===== src/design/ctc_pkg.sv =====
// Package for the command token classifier.
// Holds result record type, kind and keyword codes, keyword text and hex helpers.
// No dependencies.
package ctc_pkg;

    localparam logic [7:0] MAX_TOKENS     = 8'd3;
    localparam logic [7:0] MAX_HEX_DIGITS = 8'd4;
    localparam logic [7:0] DELIM_RESET    = 8'd32;
    localparam int         KW_COUNT       = 4;

    typedef enum logic [1:0] {
        KIND_KEYWORD = 2'd0,
        KIND_NUMBER  = 2'd1,
        KIND_STRING  = 2'd2,
        KIND_NONE    = 2'd3
    } kind_t;

    typedef enum logic [1:0] {
        KW_CALLIB = 2'd0,
        KW_GOTO   = 2'd1,
        KW_ID     = 2'd2,
        KW_BUTTON = 2'd3
    } kw_t;

    typedef struct packed {
        kind_t       kind;
        kw_t         keyword;
        logic [15:0] number;
        logic [7:0]  index;
        logic [7:0]  start;
        logic        eom;
        logic [7:0]  count;
    } res_t;

    function automatic logic [7:0] kw_len(input kw_t k);
        logic [7:0] len;
        unique case (k)
            KW_CALLIB: len = 8'd6;
            KW_GOTO:   len = 8'd4;
            KW_ID:     len = 8'd2;
            KW_BUTTON: len = 8'd6;
            default:   len = 8'd0;
        endcase
        return len;
    endfunction

    // Character at position p of keyword k; zero past the end.
    function automatic logic [7:0] kw_char(input kw_t k, input logic [2:0] p);
        logic [47:0] text;
        logic [7:0]  ch;
        unique case (k)
            KW_CALLIB: text = {"b", "i", "l", "l", "a", "c"};
            KW_GOTO:   text = {8'd0, 8'd0, "o", "t", "o", "g"};
            KW_ID:     text = {32'd0, "d", "i"};
            KW_BUTTON: text = {"n", "o", "t", "t", "u", "b"};
            default:   text = '0;
        endcase
        unique case (p)
            3'd0:    ch = text[7:0];
            3'd1:    ch = text[15:8];
            3'd2:    ch = text[23:16];
            3'd3:    ch = text[31:24];
            3'd4:    ch = text[39:32];
            3'd5:    ch = text[47:40];
            default: ch = 8'd0;
        endcase
        return ch;
    endfunction

    // {is_digit, value}
    function automatic logic [4:0] hex_digit(input logic [7:0] c);
        logic [4:0] r;
        r = 5'd0;
        if (c >= "0" && c <= "9") begin
            r = {1'b1, 4'(c - 8'h30)};
        end else if (c >= "A" && c <= "F") begin
            r = {1'b1, 4'(c - 8'h37)};
        end else if (c >= "a" && c <= "f") begin
            r = {1'b1, 4'(c - 8'h57)};
        end
        return r;
    endfunction

endpackage


===== src/design/command_token_classifier_top.sv =====
// Command token classifier: splits a zero-terminated byte stream into tokens
// and classifies each as keyword, hex number or string.
// Depends on ctc_pkg.
// Records leave from a register. Throughput: one byte per cycle unless the skid
// entry is full (s_ready low); the per-byte keyword, hex and tokenizer logic
// sits between the state registers and a two-entry output register with skid.
// Reset (aresetn low, synchronous): message state cleared, delimiter back to 32,
// output and skid registers emptied.
module command_token_classifier_top
    import ctc_pkg::*;
(
    input  logic        aclk,
    input  logic        aresetn,
    input  logic        s_valid,
    output logic        s_ready,
    input  logic [7:0]  s_char_code,
    input  logic        cfg_valid,
    output logic        cfg_ready,
    input  logic [7:0]  cfg_data,
    output logic        m_valid,
    input  logic        m_ready,
    output logic [1:0]  m_token_kind,
    output logic [1:0]  m_keyword_code,
    output logic [15:0] m_number_value,
    output logic [7:0]  m_token_index,
    output logic [7:0]  m_token_start,
    output logic        m_end_of_message,
    output logic [7:0]  m_token_count
);

    logic [7:0]  delim_reg;
    logic        in_token_reg,  in_token_next;
    logic [7:0]  tokens_reg,    tokens_next;
    logic [7:0]  offset_reg,    offset_next;
    logic [7:0]  start_reg,     start_next;
    logic [7:0]  cit_reg,       cit_next;
    logic [3:0]  match_reg,     match_next;
    logic [15:0] acc_reg,       acc_next;
    logic        hex_ok_reg,    hex_ok_next;

    res_t        out_reg,  out_next;
    logic        out_valid_reg, out_valid_next;
    res_t        skid_reg, skid_next;
    logic        skid_valid_reg, skid_valid_next;

    logic        accept;
    logic        push;
    res_t        res;
    res_t        tok_rec;

    // absorb inputs: fresh values when a token starts on this byte
    logic [7:0]  ab_p;
    logic [3:0]  ab_match;
    logic [15:0] ab_acc;
    logic        ab_hex_ok;
    logic        ab_en;
    logic        starting;
    logic [4:0]  hd;

    assign s_ready   = !skid_valid_reg;
    assign cfg_ready = 1'b1;
    assign accept    = s_valid && s_ready;

    // Record for the currently open token, from registered state.
    always_comb begin
        tok_rec         = '0;
        tok_rec.kind    = KIND_STRING;
        tok_rec.keyword = KW_CALLIB;
        for (int k = KW_COUNT - 1; k >= 0; k--) begin
            if (match_reg[k] && cit_reg == kw_len(kw_t'(k))) begin
                tok_rec.kind    = KIND_KEYWORD;
                tok_rec.keyword = kw_t'(k);
            end
        end
        if (tok_rec.kind == KIND_STRING && hex_ok_reg && cit_reg >= 8'd3) begin
            tok_rec.kind   = KIND_NUMBER;
            tok_rec.number = acc_reg;
        end
        tok_rec.index = tokens_reg - 8'd1;
        tok_rec.start = start_reg;
    end

    assign starting  = !in_token_reg && tokens_reg < MAX_TOKENS;
    assign ab_p      = starting ? 8'd0   : cit_reg;
    assign ab_match  = starting ? 4'hF   : match_reg;
    assign ab_acc    = starting ? 16'd0  : acc_reg;
    assign ab_hex_ok = starting ? 1'b1   : hex_ok_reg;
    assign hd        = hex_digit(s_char_code);

    always_comb begin
        in_token_next = in_token_reg;
        tokens_next   = tokens_reg;
        offset_next   = offset_reg;
        start_next    = start_reg;
        cit_next      = cit_reg;
        match_next    = match_reg;
        acc_next      = acc_reg;
        hex_ok_next   = hex_ok_reg;
        res           = tok_rec;
        push          = 1'b0;
        ab_en         = 1'b0;

        if (accept) begin
            if (offset_reg != 8'hFF) begin
                offset_next = offset_reg + 8'd1;
            end
            priority if (s_char_code == 8'd0) begin
                push = 1'b1;
                if (!in_token_reg) begin
                    res      = '0;
                    res.kind = KIND_NONE;
                end
                res.eom       = 1'b1;
                res.count     = tokens_reg;
                in_token_next = 1'b0;
                tokens_next   = 8'd0;
                offset_next   = 8'd0;
                start_next    = 8'd0;
                cit_next      = 8'd0;
                match_next    = 4'hF;
                acc_next      = 16'd0;
                hex_ok_next   = 1'b1;
            end else if (s_char_code == delim_reg) begin
                push          = in_token_reg;
                in_token_next = 1'b0;
            end else if (in_token_reg) begin
                ab_en = 1'b1;
            end else if (starting) begin
                ab_en         = 1'b1;
                in_token_next = 1'b1;
                tokens_next   = tokens_reg + 8'd1;
                start_next    = offset_reg;
            end else begin
                // token beyond the limit: only the offset advances
            end
        end

        if (ab_en) begin
            for (int k = 0; k < KW_COUNT; k++) begin
                match_next[k] = ab_match[k] && ab_p < kw_len(kw_t'(k))
                                && s_char_code == kw_char(kw_t'(k), ab_p[2:0]);
            end
            acc_next    = ab_acc;
            hex_ok_next = ab_hex_ok;
            priority if (ab_p == 8'd0) begin
                if (s_char_code != "0") hex_ok_next = 1'b0;
            end else if (ab_p == 8'd1) begin
                if (s_char_code != "x") hex_ok_next = 1'b0;
            end else if (!hd[4] || (ab_p - 8'd2) >= MAX_HEX_DIGITS) begin
                hex_ok_next = 1'b0;
            end else begin
                acc_next = {ab_acc[11:0], hd[3:0]};
            end
            cit_next = (ab_p != 8'hFF) ? ab_p + 8'd1 : ab_p;
        end
    end

    // Output register plus skid entry; order is kept, skid drains first.
    always_comb begin
        out_next        = out_reg;
        out_valid_next  = out_valid_reg;
        skid_next       = skid_reg;
        skid_valid_next = skid_valid_reg;
        if (out_valid_reg && m_ready) begin
            if (skid_valid_reg) begin
                out_next        = skid_reg;
                skid_valid_next = 1'b0;
            end else begin
                out_valid_next = 1'b0;
            end
        end
        if (push) begin
            if (!out_valid_next) begin
                out_next       = res;
                out_valid_next = 1'b1;
            end else begin
                skid_next       = res;
                skid_valid_next = 1'b1;
            end
        end
    end

    always_ff @(posedge aclk) begin
        if (!aresetn) begin
            delim_reg      <= DELIM_RESET;
            in_token_reg   <= 1'b0;
            tokens_reg     <= 8'd0;
            offset_reg     <= 8'd0;
            start_reg      <= 8'd0;
            cit_reg        <= 8'd0;
            match_reg      <= 4'hF;
            acc_reg        <= 16'd0;
            hex_ok_reg     <= 1'b1;
            out_valid_reg  <= 1'b0;
            skid_valid_reg <= 1'b0;
        end else begin
            if (cfg_valid && cfg_ready) begin
                delim_reg <= cfg_data;
            end
            in_token_reg   <= in_token_next;
            tokens_reg     <= tokens_next;
            offset_reg     <= offset_next;
            start_reg      <= start_next;
            cit_reg        <= cit_next;
            match_reg      <= match_next;
            acc_reg        <= acc_next;
            hex_ok_reg     <= hex_ok_next;
            out_valid_reg  <= out_valid_next;
            skid_valid_reg <= skid_valid_next;
        end
    end

    always_ff @(posedge aclk) begin
        out_reg  <= out_next;
        skid_reg <= skid_next;
    end

    assign m_valid          = out_valid_reg;
    assign m_token_kind     = out_reg.kind;
    assign m_keyword_code   = out_reg.keyword;
    assign m_number_value   = out_reg.number;
    assign m_token_index    = out_reg.index;
    assign m_token_start    = out_reg.start;
    assign m_end_of_message = out_reg.eom;
    assign m_token_count    = out_reg.count;

`ifndef SYNTHESIS
    a_skid_behind_out: assert property (@(posedge aclk) disable iff (!aresetn)
        skid_valid_reg |-> out_valid_reg)
        else $error("skid entry held while output register empty");

    a_token_limit: assert property (@(posedge aclk) disable iff (!aresetn)
        tokens_reg <= MAX_TOKENS)
        else $error("token count past limit");

    a_count_limit: assert property (@(posedge aclk) disable iff (!aresetn)
        (m_valid && m_end_of_message) |-> m_token_count <= MAX_TOKENS)
        else $error("end record count past limit");

    a_end_clears: assert property (@(posedge aclk) disable iff (!aresetn)
        (accept && s_char_code == 8'd0) |=> (tokens_reg == 8'd0 && !in_token_reg
                                             && offset_reg == 8'd0))
        else $error("message state not cleared after end byte");
`endif

endmodule


===== config.mk =====
export PLATFORM = sky130hd
export DESIGN_NAME = command_token_classifier_top
export DESIGN_NICKNAME = d
export VERILOG_FILES = /design/src/design/ctc_pkg.sv /design/src/design/command_token_classifier_top.sv
export SDC_FILE = /design/constraint.sdc
export NUM_CORES = 1
export LEC_CHECK = 0
export BUFFER_PORTS_ARGS = -buffer_cell sky130_fd_sc_hd__buf_4
export CELL_PAD_IN_SITES_DETAIL_PLACEMENT = 1
export CELL_PAD_IN_SITES_GLOBAL_PLACEMENT = 1
export CORE_MARGIN = 4
export CORE_UTILIZATION = 50
export CTS_CLUSTER_DIAMETER = 80
export CTS_CLUSTER_SIZE = 16
export DETAILED_ROUTE_END_ITERATION = 10
export PLACE_DENSITY_LB_ADDON = 0.1
export SYNTH_ARGS = -nofsm -noshare
export SYNTH_HDL_FRONTEND = slang
export SYNTH_SLANG_ARGS = --single-unit

===== constraint.sdc =====
create_clock -name aclk -period 8.3 [get_ports aclk]
set_input_delay 0 -clock aclk [delete_from_list [all_inputs] [get_ports aclk]]
set_output_delay 0 -clock aclk [all_outputs]
set_load 0.02 [all_outputs]

# Word-level counts from Yosys, hierarchy flattened
# Index checks and enable logic that the tools add are counted.
# Widths: inputs -> output; s select.
# word_totals
register_bits	154
in_bits	21
out_inout_bits	48
word_cells	179
# op_classes
add_sub_neg	8
n_lt_le_gt_ge	12
eq_ne	21
n_mux	76
n_reduce_logical	37
# ops
cell	count
$mux 45	7
$mux 8	22
$mux 16	8
$pmux 7 s5	2
$eq 8x8->1	5
$mux 4	8
$add 8x1->8 const B	3
$lt 8x8->1	3
$mux 1	23
$pmux 7 s3	1
$logic_and 1x1->1	20
$eq 8x3->1 const B	2
$ge 8x7->1 const B	2
$le 8x7->1 const B	2
$logic_not 8->1	2
$ne 8x8->1 const B	2
$mux 5	3
$pmux 7 s2	1
$eq 8x1->1 const B	1
$eq 8x2->1 const B	1
$ge 8x2->1 const B	1
$ge 8x3->1 const B	1
$ge 8x6->1 const B	1
$le 8x6->1 const B	1
other kinds (21)	32

# Logic depth before layout (Yosys ltp)
# depth
word_depth	15
ltp_mapped	17
ltp_nobuf	12

# Worst setup path after synthesis
# Ideal clock, no wire load.
# synth_timing
kind	register to register
from	register tokens_reg[2]
to	register acc_reg[15]
setup_ps	131
arrival_time_ps	4044
t_required_ps	8169
setup_slack_ps	4126
stages_incl_launch_ff	17
path_buffers	5
synth_period_minus_slack_ps	4174
path_cell_list	dfxtp_1 buf_6 or4_4 buf_6 or2_2 clkbuf_1 clkbuf_1 nand2_1 inv_1 ha_1 or4b_2 nor4_1 a21oi_1 or4b_1 clkbuf_1 nand3_1 o21ai_0
# synth_between
elab_chain_cells	10
word_cells_on_any_way	21
cone_classes	1 x add/sub; 2 x order compare; 1 x eq/ne; 11 x mux; 6 x reduce/logical
# synth_lines
item	line_no	text
start, declared	command_token_classifier_top.sv:33	logic [7:0] tokens_reg, tokens_next;
start signal, assigned	command_token_classifier_top.sv:201	tokens_reg <= tokens_next;
$lt 8x2->1 *	command_token_classifier_top.sv:83	assign starting = !in_token_reg && tokens_reg < MAX_TOKENS;
$logic_and 1x1->1 *	command_token_classifier_top.sv:83	
$mux 8	command_token_classifier_top.sv:84	assign ab_p = starting ? 8'd0 : cit_reg;
$sub 8x2->8	command_token_classifier_top.sv:149	end else if (!hd[4] || (ab_p - 8'd2) >= MAX_HEX_DIGITS) begin
$ge 8x3->1	command_token_classifier_top.sv:149	
$logic_or 1x1->1	command_token_classifier_top.sv:149	
$mux 16	command_token_classifier_top.sv:149	
$mux 16	command_token_classifier_top.sv:147	end else if (ab_p == 8'd1) begin
$mux 16	command_token_classifier_top.sv:145	priority if (ab_p == 8'd0) begin
$mux 16	command_token_classifier_top.sv:138	if (ab_en) begin
end signal, assigned	command_token_classifier_top.sv:206	acc_reg <= acc_next;
end, declared	command_token_classifier_top.sv:38	logic [15:0] acc_reg, acc_next;
# Mark *: on every way between the ends. The rest lies on a longest branch, timed or not.
# A chain may end at the register's enable or synchronous reset.

# Worst setup path after layout
# layout_timing
from	register tokens_reg[0]
to	register acc_reg[9]
# The elaborated chain is that of the path after synthesis.

==> out/metrics.yaml <==
run_status:
  outcome: "complete, no violations"
synth:
  synth_largest_area_cell: "dfxtp_1"
  yosys.area_share.simple_pct: 20.9
  synth-main-ff-cell: "dfxtp_1"
  synth_compound_area_share_pct: 12.6
  syn-num-nets: 838
  yosys_warnings: 0
  synth_seq_cells: 154
  synthTopCellsByArea: "dfxtp_1 29%, edfxtp_1 18%, mux2i_1 7.8%"
  synthMuxAreaShare_pct: 7.94
  avgSynthCellArea_um2: 9.32
  yosys.area_share.xor_xnor_pct: 3.64
  synth.distinct_cells: 69
  synth.cell_area_um2: 7460
  async_flop_share_pct: 0
  synth_top_area_share_pct: 29.3
  ys_seq_area_share_pct: 47.4
  synth-adder-area-share_pct: 2.85
  synth_top_family_by_area: "simple AND/OR/NAND/NOR gates"
  synthCells: 800
  synth_edf_count: 45
grt:
  globalRoute.totalOverflow: 0
  antenna_found_initial: 0
  grt_max_degree: 74
  grt_pass1_wl_um: 35000
  grt_use_total_pct: 26.3
  grt_pass1_vias: 6466
timing:
  finClkSkew_ps: 12.0
  slew_headroom_pct: 27.6
  setup-violations-final: 0
  hold_viol: 0
  tns_ps: 0
  post-route-period-util_pct: 55.9
  max_clock_freq_mhz: 215
  period_minus_slack_ps: 4640
  tightest_slew_ps: 1080
  hold_slack_ps: 30.8
  slew_violations: 0
  rsz0062_at_grt: "false"
run:
  maxCapViolCount: 0
clock_tree:
  clockRootBuffer: "clkbuf_16"
  ctsLongestPathBuffers: 2
  cts-htree-levels: 4
  cts_buffers: 17
  cts_tree: "built"
  cts_resized: 0
  cts.sinks: 154
  clock_latency_ps: 430
  cts.clk_slew.worst_paths_ps: 60
cells_and_area:
  final_util_pct: 60.3
  fillers: 1633
  fin_cells: 1058
  area_delta_synth_final_pct: 17.9
  nets: 899
  largest_reg_flops: 45
  n_antenna_cell: 0
  postLayoutCellArea_um2: 8790
  drive_above_1_share_pct: 14.9
power_and_ir_drop:
  ir_drop_mv: 0.132
  leakagePower_nw: 3.63
  powerDensity_nw_per_um2: 199
placed_design:
  dp_hpwl_um: 13900
  port_buffers: 67
  dpl_cell_area_um2: 7980
  dp_cells: 1005
  globalplace.congestion: 0.868
floorplan:
  die_area_um2: 16900
  num_io_pins: 69
  die_h_um: 130
  rows: 44
  die_x_um: 130
  core_area_um2: 14600
  start_util_pct: 51.1
critical_path:
  r2r_setup_slack_ps: 3660
  critPathLaunchType: "register"
  required_ps: 8560
  r2r-start: "tokens_reg[0]"
  rr_endpoint: "acc_reg[9]"
  cp_data_arrival_time_ps: 4910
  rr_worst_depth: 12
  worstSetupEndpointType: "register"
  cp_max_fo: 30
  path_class: "reg -> reg"
route:
  postRouteAntennaNets: 0
  first_iter_violations: 416
  drc: 0
  dr.pass1.iters: 4
  drt-total-wl_um: 21200
  viasPerCell: 5.79
  dr_total_vias: 6121
  routed_wire_length_per_instance_um: 20.0
worst_hold_path:
  hp-start: "s_char_code[1]"
  hold_path_end: "match_reg[2]"
  hold_depth: 4
  min_path_type: "in -> reg"
==> cell families (layout without fill, tap and decap cells) <==
| kind of cell | count (synthesis) | in the layout |
|---|---|---|
| AND/OR/NAND/NOR | 310 | 310 |
| AO/OA/AOI/OAI | 159 | 159 |
| flip-flops | 154 | 154 |
| buffers and inverters | 69 | 143 |
| multiplexers | 59 | 59 |
| XOR/XNOR | 31 | 31 |
| adder cells (fa/ha/maj) | 17 | 17 |
| other | 1 | 1 |
==> synth_stat cells (all sizes together), types with 8 or more instances <==
library cell	instances
dfxtp	109
nand2	79
o21ai	73
nor2	61
nand3	59
mux2i	58
a21oi	45
edfxtp	45
clkbuf	42
and2	27
xnor2	27
and3	17
ha	17
inv	16
nor3	16
buf	11
a211oi	8
==> worst max path at each step <==
stage / from / to / slack [ps] / cells past startpoint
6_report: tokens_reg[0] / acc_reg[9] / 3660 / 12
5_1_grt: tokens_reg[0] / acc_reg[8] / 3350 / 12
4_1_cts: tokens_reg[0] / acc_reg[9] / 3640 / 12
3_5_place_dp: tokens_reg[0] / acc_reg[9] / 3680 / 12
3_3_place_gp: tokens_reg[0] / acc_reg[13] / 3930 / 12
2_1_floorplan: tokens_reg[2] / acc_reg[15] / 4130 / 16
==> critical path: stages, from the launching register on <==
cell and delay [ps]:
dfxtp_1 380, ha_1 250, or4_4 470, or2_2 440, nand2_1 220, inv_1 160, ha_1 300, or4b_2 600
nor4_1 300, a21oi_1 110, or4b_1 900, nand3_1 250, o21ai_0 120
==> what timing repair did <==
action	CTS	global route
buffers inserted	0	0
hold endpoints to repair	12	0
hold buffers	21	0
endpoints found under the setup margin	0	0
==> layout make-up <==
class	instances	area (um2)	share of cell area, %
timing repair buffer	95	766	8.71
clock buffer	18	429	4.88
tap	184	230	2.62
sequential	154	3530	40.2
multi-input combinational	577	3600	40.9
clock inverter	14	173	1.96
inverter	16	62.6	0.712
==> power breakdown <==
group,internal (mW),switching [mW]
Combinational,0.0626,0.0941
Sequential,0.786,0.0147
Clock,0.475,0.321
Total,1.32,0.430
==> per-stage QoR <==
step / power, mW / setup slack [ps]
floorplan: 0.913 / 4130
global placement: 0.954 / 3930
detailed placement: 0.961 / 3680
CTS: 1.76 / 3640
global route: 1.81 / 3350
finish: 1.75 / 3660
==> per-layer routing <==
layer	track usage, %	part of all wire [%]	vias to the layer above
li1	-	-	2953
met1	34.3	44	2993
met2	44.6	50	143
met3	4.42	3.6	32
met4	8.62	2.2	0
met5	0	0	-
==> cells in the final DEF, fill, tap and decap left out, types with 16 or more instances in the layout <==
master,Yosys,final
o21ai_0,68,68
dlygate4sd3_1,0,21
nor2_1,61,60
clkbuf_16,0,17
nand3_1,59,58
buf_4,3,74
edfxtp_1,45,45
mux2i_1,58,58
a21oi_1,45,45
nor3_1,16,16
and2_1,26,26
xnor2_1,27,27
nand2_1,78,78
ha_1,17,17
dfxtp_1,109,109
Note: power is estimated with default switching activity, not from simulation.
